===== config.mk =====
export PLATFORM = sky130hd
export DESIGN_NAME = source_comment_stripper
export DESIGN_NICKNAME = d
export VERILOG_FILES = /design/src/scs_pkg.sv /design/src/scs_judge.sv /design/src/scs_outq.sv /design/src/source_comment_stripper.sv
export SDC_FILE = /design/constraint.sdc
export NUM_CORES = 1
export LEC_CHECK = 0
export ABC_AREA = 1
export BUFFER_PORTS_ARGS = -buffer_cell sky130_fd_sc_hd__buf_2
export CORE_ASPECT_RATIO = 0.75
export CORE_MARGIN = 4
export CORE_UTILIZATION = 60
export DETAILED_ROUTE_END_ITERATION = 10
export PLACE_DENSITY = 0.8
export SYNTH_ARGS = -nofsm -noshare
export SYNTH_HDL_FRONTEND = slang
export SYNTH_HIERARCHICAL = 1
export SYNTH_SLANG_ARGS = --single-unit

===== constraint.sdc =====
create_clock -name clk -period 2.85 [get_ports clk]
set_clock_uncertainty 0.15 [all_clocks]
set_input_delay 0.57 -clock clk [delete_from_list [all_inputs] [get_ports clk]]
set_output_delay 0.57 -clock clk [all_outputs]
set_load 0.05 [all_outputs]

===== src/scs_pkg.sv =====
package scs_pkg;

    localparam logic [7:0] CH_BSLASH = 8'h5C;
    localparam logic [7:0] CH_DQUOTE = 8'h22;
    localparam logic [7:0] CH_SQUOTE = 8'h27;
    localparam logic [7:0] CH_SLASH  = 8'h2F;
    localparam logic [7:0] CH_STAR   = 8'h2A;
    localparam logic [7:0] CH_LF     = 8'h0A;
    localparam logic [7:0] CH_CR     = 8'h0D;
    localparam logic [7:0] CH_SPACE  = 8'h20;

    typedef enum logic [2:0] {
        M_NORMAL,
        M_QUOTE,
        M_ESCAPE,
        M_LINE_OPEN,
        M_LINE,
        M_BLOCK_OPEN,
        M_BLOCK,
        M_BLOCK_CLOSE
    } mode_t;

    typedef struct packed {
        logic [7:0] ch;
        logic       last;
    } result_t;

    // results produced by one accepted item, in order r0 then r1
    typedef struct packed {
        logic    v0;
        logic    v1;
        result_t r0;
        result_t r1;
    } push_t;

    typedef struct packed {
        logic [7:0] ch;
        mode_t      mode;
        logic       quote_single;
    } judge_t;

    // Judge byte b in mode m; n is the lookahead byte, valid when has_next.
    function automatic judge_t judge(mode_t m, logic q, logic [7:0] b,
                                     logic has_next, logic [7:0] n);
        judge_t r;
        logic   eol;
        begin
            r.ch           = b;
            r.mode         = m;
            r.quote_single = q;
            eol            = (b == CH_LF) || (b == CH_CR);
            case (m)
                M_NORMAL:
                begin
                    if (b == CH_DQUOTE || b == CH_SQUOTE)
                    begin
                        r.quote_single = (b == CH_SQUOTE);
                        r.mode         = M_QUOTE;
                    end
                    else if (b == CH_SLASH && has_next && n == CH_SLASH)
                    begin
                        r.mode = M_LINE_OPEN;
                        r.ch   = CH_SPACE;
                    end
                    else if (b == CH_SLASH && has_next && n == CH_STAR)
                    begin
                        r.mode = M_BLOCK_OPEN;
                        r.ch   = CH_SPACE;
                    end
                end
                M_QUOTE:
                begin
                    if (b == CH_BSLASH && has_next)
                        r.mode = M_ESCAPE;
                    else if (b == (q ? CH_SQUOTE : CH_DQUOTE))
                        r.mode = M_NORMAL;
                end
                M_ESCAPE:
                    r.mode = M_QUOTE;
                M_LINE_OPEN:
                begin
                    r.mode = M_LINE;
                    r.ch   = CH_SPACE;
                end
                M_LINE:
                begin
                    if (eol)
                        r.mode = M_NORMAL;
                    else
                        r.ch = CH_SPACE;
                end
                M_BLOCK_OPEN:
                begin
                    r.mode = M_BLOCK;
                    r.ch   = CH_SPACE;
                end
                M_BLOCK:
                begin
                    if (b == CH_STAR && has_next && n == CH_SLASH)
                    begin
                        r.mode = M_BLOCK_CLOSE;
                        r.ch   = CH_SPACE;
                    end
                    else if (!eol)
                        r.ch = CH_SPACE;
                end
                default:
                begin
                    r.mode = M_NORMAL;
                    r.ch   = CH_SPACE;
                end
            endcase
            return r;
        end
    endfunction

endpackage


===== src/scs_judge.sv =====
module scs_judge (
    input  logic                 clk,
    input  logic                 rst_n,
    input  logic                 accept,
    input  logic [7:0]           ch,
    input  logic                 last,
    output scs_pkg::push_t       push
);

    scs_pkg::mode_t mode_reg, mode_next;
    logic           quote_reg, quote_next;
    logic           held_valid_reg, held_valid_next;
    logic [7:0]     held_byte_reg, held_byte_next;

    scs_pkg::judge_t j_held;
    scs_pkg::judge_t j_fin;
    scs_pkg::mode_t  mode_mid;
    logic            quote_mid;

    always_comb
    begin
        j_held    = scs_pkg::judge(mode_reg, quote_reg, held_byte_reg, 1'b1, ch);
        mode_mid  = held_valid_reg ? j_held.mode : mode_reg;
        quote_mid = held_valid_reg ? j_held.quote_single : quote_reg;
        // final byte has no lookahead
        j_fin     = scs_pkg::judge(mode_mid, quote_mid, ch, 1'b0, 8'h00);

        push.v0      = accept && (held_valid_reg || last);
        push.v1      = accept && held_valid_reg && last;
        push.r0.ch   = held_valid_reg ? j_held.ch : j_fin.ch;
        push.r0.last = !held_valid_reg;
        push.r1.ch   = j_fin.ch;
        push.r1.last = 1'b1;

        mode_next       = mode_reg;
        quote_next      = quote_reg;
        held_valid_next = held_valid_reg;
        held_byte_next  = held_byte_reg;
        if (accept)
        begin
            if (last)
            begin
                mode_next       = scs_pkg::M_NORMAL;
                quote_next      = 1'b0;
                held_valid_next = 1'b0;
                held_byte_next  = 8'h00;
            end
            else
            begin
                mode_next       = mode_mid;
                quote_next      = quote_mid;
                held_valid_next = 1'b1;
                held_byte_next  = ch;
            end
        end
    end

    always_ff @(posedge clk or negedge rst_n)
    begin
        if (!rst_n)
        begin
            mode_reg       <= scs_pkg::M_NORMAL;
            quote_reg      <= 1'b0;
            held_valid_reg <= 1'b0;
            held_byte_reg  <= 8'h00;
        end
        else
        begin
            mode_reg       <= mode_next;
            quote_reg      <= quote_next;
            held_valid_reg <= held_valid_next;
            held_byte_reg  <= held_byte_next;
        end
    end

endmodule


===== src/scs_outq.sv =====
module scs_outq (
    input  logic            clk,
    input  logic            rst_n,
    input  scs_pkg::push_t  push,
    output logic            room,
    output logic            out_valid,
    input  logic            out_ready,
    output logic [7:0]      out_ch,
    output logic            out_last
);

    // three-slot shift queue, head in slot 0
    scs_pkg::result_t ent_reg [0:2];
    scs_pkg::result_t ent_next [0:2];
    logic [1:0]       cnt_reg, cnt_next;
    logic [1:0]       base;
    logic             pop;

    assign out_valid = (cnt_reg != 2'd0);
    assign out_ch    = ent_reg[0].ch;
    assign out_last  = ent_reg[0].last;
    assign room      = (cnt_reg <= 2'd1);
    assign pop       = out_valid && out_ready;

    always_comb
    begin
        ent_next[0] = ent_reg[0];
        ent_next[1] = ent_reg[1];
        ent_next[2] = ent_reg[2];
        base        = cnt_reg;
        if (pop)
        begin
            ent_next[0] = ent_reg[1];
            ent_next[1] = ent_reg[2];
            base        = cnt_reg - 2'd1;
        end
        for (int i = 0; i < 3; i++)
        begin
            if (push.v0 && base == 2'(i))
                ent_next[i] = push.r0;
            if (push.v1 && (base + 2'd1) == 2'(i))
                ent_next[i] = push.r1;
        end
        cnt_next = base + {1'b0, push.v0} + {1'b0, push.v1};
    end

    always_ff @(posedge clk or negedge rst_n)
    begin
        if (!rst_n)
            cnt_reg <= 2'd0;
        else
            cnt_reg <= cnt_next;
    end

    always_ff @(posedge clk)
    begin
        ent_reg[0] <= ent_next[0];
        ent_reg[1] <= ent_next[1];
        ent_reg[2] <= ent_next[2];
    end

endmodule


===== src/source_comment_stripper.sv =====
// Comment stripper for C-style source text.
// Input channel (in_valid/in_ready, ch, last): one source byte per item, last
// marks the final byte of a text. Output channel (out_valid/out_ready, out_ch,
// out_last): the same number of bytes back, comment bytes replaced by spaces,
// CR/LF kept, quoted text (with backslash escapes) left alone.
// Each byte is held until the next one arrives, since a slash or star needs
// one byte of lookahead. A byte's result is therefore queued when the next
// item is accepted and reaches the output through the queue's registered
// head; the final item queues the held byte's result, if any, and its own,
// and returns the block to normal mode for the next text.
// Throughput: one item per cycle, set by the held-byte register feeding the
// two-deep judge logic and the three-slot output queue. A final item with a
// held byte queues two results, so in_ready drops for one cycle after it even
// when the receiver never stalls.
// in_ready depends only on the queue fill (at most one result waiting), so an
// item is still taken while a result waits for the receiver. If the receiver
// stalls the queue fills and in_ready drops until it drains.
// Reset (rst_n low, asynchronous) empties the queue, drops the held byte and
// returns to normal mode.
module source_comment_stripper (
    input  logic       clk,
    input  logic       rst_n,
    input  logic       in_valid,
    output logic       in_ready,
    input  logic [7:0] ch,
    input  logic       last,
    output logic       out_valid,
    input  logic       out_ready,
    output logic [7:0] out_ch,
    output logic       out_last
);

    scs_pkg::push_t push;
    logic           room;
    logic           accept;

    assign in_ready = room;
    assign accept   = in_valid && room;

    // mode tracking, held byte, result generation
    scs_judge u_judge (
        .clk    (clk),
        .rst_n  (rst_n),
        .accept (accept),
        .ch     (ch),
        .last   (last),
        .push   (push)
    );

    // result queue / output register
    scs_outq u_outq (
        .clk       (clk),
        .rst_n     (rst_n),
        .push      (push),
        .room      (room),
        .out_valid (out_valid),
        .out_ready (out_ready),
        .out_ch    (out_ch),
        .out_last  (out_last)
    );

endmodule


### Word level (Yosys, flattened, before mapping)

Memories as Yosys holds them, arrays and structs flattened.
Cells that the tools add are included.

| storage, ports and cells | value |
|---|---|
| register bits after elaboration | 15 |
| bits in writable memories | 27 |
| logic and storage cells | 100 |
| memories | 1 |

Memories:

| memory | words | width | rd ports | clocked after memory_dff | write ports | line | source |
|---|---|---|---|---|---|---|---|
| u_outq.ent_reg | 3 | 9 | 3 | 0 | 3 | scs_outq.sv:13 | `scs_pkg::result_t ent_reg [0:2];` |

| operators by class | value |
|---|---|
| eq/ne operators | 26 |
| order comparisons | 1 |
| muxes and demuxes | 32 |
| reduce and logical (&&, ||, !) cells | 31 |
| add/subtract/negate cells | 4 |

Operators with widths:

| cell | number |
|---|---|
| 2-to-1 mux 9 bit | 6 |
| equality test 8 x 6 -> 1 bit (second input constant) | 6 |
| 2-to-1 mux 8 bit | 6 |
| equality test 8 x 4 -> 1 bit (second input constant) | 4 |
| case mux 8 bit (4 select lines) | 1 |
| 2-to-1 mux 3 bit | 8 |
| 2-to-1 mux 11 bit | 2 |
| case mux 3 bit (7 select lines) | 1 |
| 2-to-1 mux 18 bit | 1 |
| case mux 8 bit (2 select lines) | 1 |
| equality test 3 bit (second input constant) | 5 |
| logical AND 1 bit | 14 |
| equality test 3 x 2 -> 1 bit (second input constant) | 3 |
| equality test 8 x 7 -> 1 bit (second input constant) | 1 |
| equality test 8 bit | 1 |
| nonzero test 2 bit | 4 |
| equality test 3 x 1 -> 1 bit (second input constant) | 2 |
| logical NOT 3 bit | 2 |
| 2-to-1 mux 1 bit | 5 |
| adder 2 x 1 -> 2 bit | 2 |
| equality test 2 x 1 -> 1 bit (second input constant) | 2 |
| equality test 2 bit (second input constant) | 2 |
| logical NOT 2 bit | 2 |
| logical OR 1 bit | 4 |
| 8 further kinds | 9 |

### Logic depth before layout (Yosys ltp)

| logic depth | value |
|---|---|
| word-level depth | 13 |
| depth in mapped cells | 21 |

### Hierarchy

The synthesis kept the hierarchy.

By module, submodules not included:

| module | area each (um^2) | cells each | instances |
|---|---|---|---|
| scs_outq | 1654.1 | 180 | 1 |
| scs_judge | 1238.7 | 203 | 1 |
| source_comment_stripper | 7.5 | 2 | 1 |

### Worst setup path before layout

Ideal clock, no wire load.

| timing path | value |
|---|---|
| path type | register -> register |
| from | register, netlist name u_outq/cnt_reg[1] |
| to | memory u_outq/ent_reg[0][0] (netlist name), enable pin |
| arrival time | 2.056 ns |
| data required time | 2.357 ns |
| buffers on the path | 1 |
| clock period less this slack | 2.548 ns |
| setup time | 0.343 ns |
| setup slack | 0.302 ns |
| cell stages (with the launch flop) | 11 |
| cells stage by stage | dfrtp_1 inv_1 ha_1 or2_2 nand2_1 inv_1 nand2_1 nor2_1 nand3_1 buf_2 nand3_1 |

RTL lines:

| item | line |
|---|---|
| end: declaration | scs_outq.sv:13 |

==> results.tsv <==
stage	metric	value	unit
status	outcome	completed	
grt	grt_pass1_vias	2418	
synth	synth_edf_count	27	
floorplan	core_area	0.00457	mm2
clock_tree	postCtsHoldBufs	0	
placed_design	dp_slack	0.102	ns
clock_tree	clock-sinks	42	
setup_path	crit_required	2.76	ns
layout	antenna_cells	0	
sta	fmax	371	MHz
synth	avgSynthCellArea	7.53	um2
clock_tree	clkTransAtPathRegs	0.08	ns
setup_path	cpMostUsedCell	nand2_1	
grt	grt_first_pass_wirelength	12200	um
setup_path	crit_type	flop to flop	
sta	period_share	0.946	
clock_tree	cts-buffers-inserted	5	
layout	final-seq-area	0.00119	mm2
sta	fin_setup_tns	0	ns
min_path	worstHoldPathType	input port to async pin	
layout	fill_cells	393	
route	ant_nets	0	
clock_tree	cts-root-buf	clkbuf_8	
power	pwr_density_cell	1180	mW/mm2
grt	grt_overflow	0	
route	post_drt_via_cell_ratio	5.81	
setup_path	cp_top_family	simple AND/OR/NAND/NOR gates	
synth	synth_nets	401	
layout	finalInstanceArea	0.00316	mm2
floorplan	initial_core_util	0.634	
synth	synth.distinct_cells	37	
clock_tree	cts_tree	yes	
route	vias	2700	
route	wire_per_inst	16.6	um
clock_tree	clk_latency	0.30	ns
floorplan	io_pins	24	
floorplan	die_h	68.2	um
synth	synth_area	0.00290	mm2
synth	syn_inst	385	
setup_path	ff2ff_setup_slack	0.15	ns
placed_design	dpl_cell_area	0.00302	mm2
setup_path	critPathBufInv	2	
synth	synth_ff_type	edfxtp_1	
sta	relSlewSlack	0.620	
sta	finalHoldViolations	0	
layout	nNetsFinal	423	
setup_path	arrival	2.60	ns
setup_path	slowest_stage	dfrtp_1	
layout	fin_util	0.691	
sta	rsz0062_at_grt	false	
power	ir_worst_vdd	0.000723	V
layout	drive_above_1_share	0.211	
route	dr.pass1.iters	6	
power	total_power	3.73	mW
sta	hold_slack	0.0270	ns
sta	fin_ws	0.154	ns
synth	ys_ff_latch	42	
route	totalWireLength	7700	um
sta	setup_viol	0	
setup_path	critPathMaxFanout	6	
setup_path	cp-start-kind	flop	
route	drc	0	
floorplan	die_w	88.3	um
job	maxCapViolations	0	
grt	antenna_found_initial	0	
grt	grt_usage	0.278	
sta	min_period	2.70	ns
placed_design	port_buffers	23	
placed_design	dp_cells	454	
placed_design	dp.final_hpwl	5640	um
clock_tree	cts_buffer_depth	2	
layout	largest_reg_flops	27	
floorplan	fp-row-count	21	
sta	tightest_slew	0.569	ns
placed_design	gp_congestion	0.955	
synth	ys_warn_count	6	
layout	fin_cells	465	
power	power_leakage	1.52	nW
layout	multi_input_area	0.00141	mm2
clock_tree	htreeDepth	2	
layout	layout.cells.most_common_list	nand2_1 (111), nand3_1 (65), inv_1 (46), edfxtp_1 (27), buf_2 (23)	
setup_path	critPathMaxStageDelay	0.41	ns
setup_path	endpoint_kind	flop	
floorplan	die_area	0.00602	mm2
layout	synthToLayoutAreaGrowth	8.97	%
synth	yosysSeqAreaShare	0.409	
grt	grt_max_degree	19	
sta	drv_slew	0	
layout	layout_commonest_cell	nand2_1	
setup_path	cp_cell_sequence	inv_2, nand2_1, nor2_2, nand2_1, nor2_2, nor2_2, nand3_1, nand3_2, a21oi_4, nand2_4, nand2_8, nand2_4, nand2_1, nand2_1, inv_1, nand4_1, nand3_1, nand2_1	
route	drt_iter0_markers	453	
synth	ys_async_sr_fraction	0.357	
-- cells in the mapped netlist (2+ instances only) --
master / count / area (um2)
a21oi_1: 3 / 15.0
buf_2: 5 / 25.0
buf_4: 9 / 67.6
clkbuf_1: 2 / 7.51
clkinv_1: 2 / 7.51
dfrtp_1: 15 / 375
edfxtp_1: 27 / 811
ha_1: 2 / 25.0
inv_1: 46 / 173
inv_2: 7 / 26.3
nand2_1: 111 / 417
nand2_2: 7 / 43.8
nand2_4: 4 / 45.0
nand3_1: 65 / 325
nand3_2: 3 / 30.0
nand4_1: 3 / 18.8
nor2_1: 24 / 90.1
nor2_2: 6 / 37.5
nor2_4: 2 / 22.5
nor3_1: 3 / 15.0
o21ai_0: 6 / 30.0
o21ai_2: 8 / 70.1
o22ai_1: 11 / 68.8
-- cells by family (layout without fill, tap and decap cells) --
family	after synthesis	count (layout)	share of synthesized area
fa+ha+maj	3	3	0.0155
simple gates	232	232	0.380
xor+xnor	1	1	0.00302
other cells	1	1	0.00129
compound gates	34	34	0.0820
buf+inv	72	95	0.110
flops	42	42	0.409
-- power by group --
part | leakage, nW | switching (mW) | internal (mW)
logic | 1.02 | 1.52 | 0.595
registers | 0.449 | 0.171 | 0.984
clock network | 0.0524 | 0.204 | 0.262
-- layout make-up --
cell class,count,area share
tap,57,0.0226
timing repair buffer,32,0.0578
inverter,55,0.0653
clock buffer,7,0.0241
clock inverter,1,0.00950
sequential,42,0.376
multi-input combinational,271,0.445
-- per-layer routing --
layer / vias to the layer above / wire [um] / global-route usage / part of all wire
li1: 1297 / - / - / -
met1: 1226 / 3430 / 0.413 / 0.45
met2: 160 / 3330 / 0.405 / 0.43
met3: 17 / 787 / 0.0578 / 0.10
met4: 0 / 153 / 0.0943 / 0.020
met5: - / 0 / 0 / 0
-- worst reg2reg max path, delay by kind of cell (launching register included) --
family                 cells  cell delay, ns
AOI/OAI and AO/OA          1            0.20
buffers and inverters      2            0.22
DFF                        1            0.41
and+or+nand+nor           15            1.49
-- final timing paths --
kind | start | to | cells after the start
worst max-delay path | u_judge/held_byte_reg[4] | u_outq/ent_reg[0][15] | 18
worst min-delay path | rst_n | u_judge/held_byte_reg[2] | 1
worst max register to register | u_judge/held_byte_reg[4] | u_outq/ent_reg[0][15] | 18
worst min register to register | u_judge/quote_reg | u_judge/quote_reg | 2
max in group asynchronous | rst_n | u_judge/held_byte_reg[0] | 1
min in group clk | last | u_judge/quote_reg | 2
-- what timing repair did --
action,in CTS,in global routing
setup buffers,0,3
gates resized for setup,0,5
setup endpoints to repair,0,1
Power figures use the tool's default switching activity.
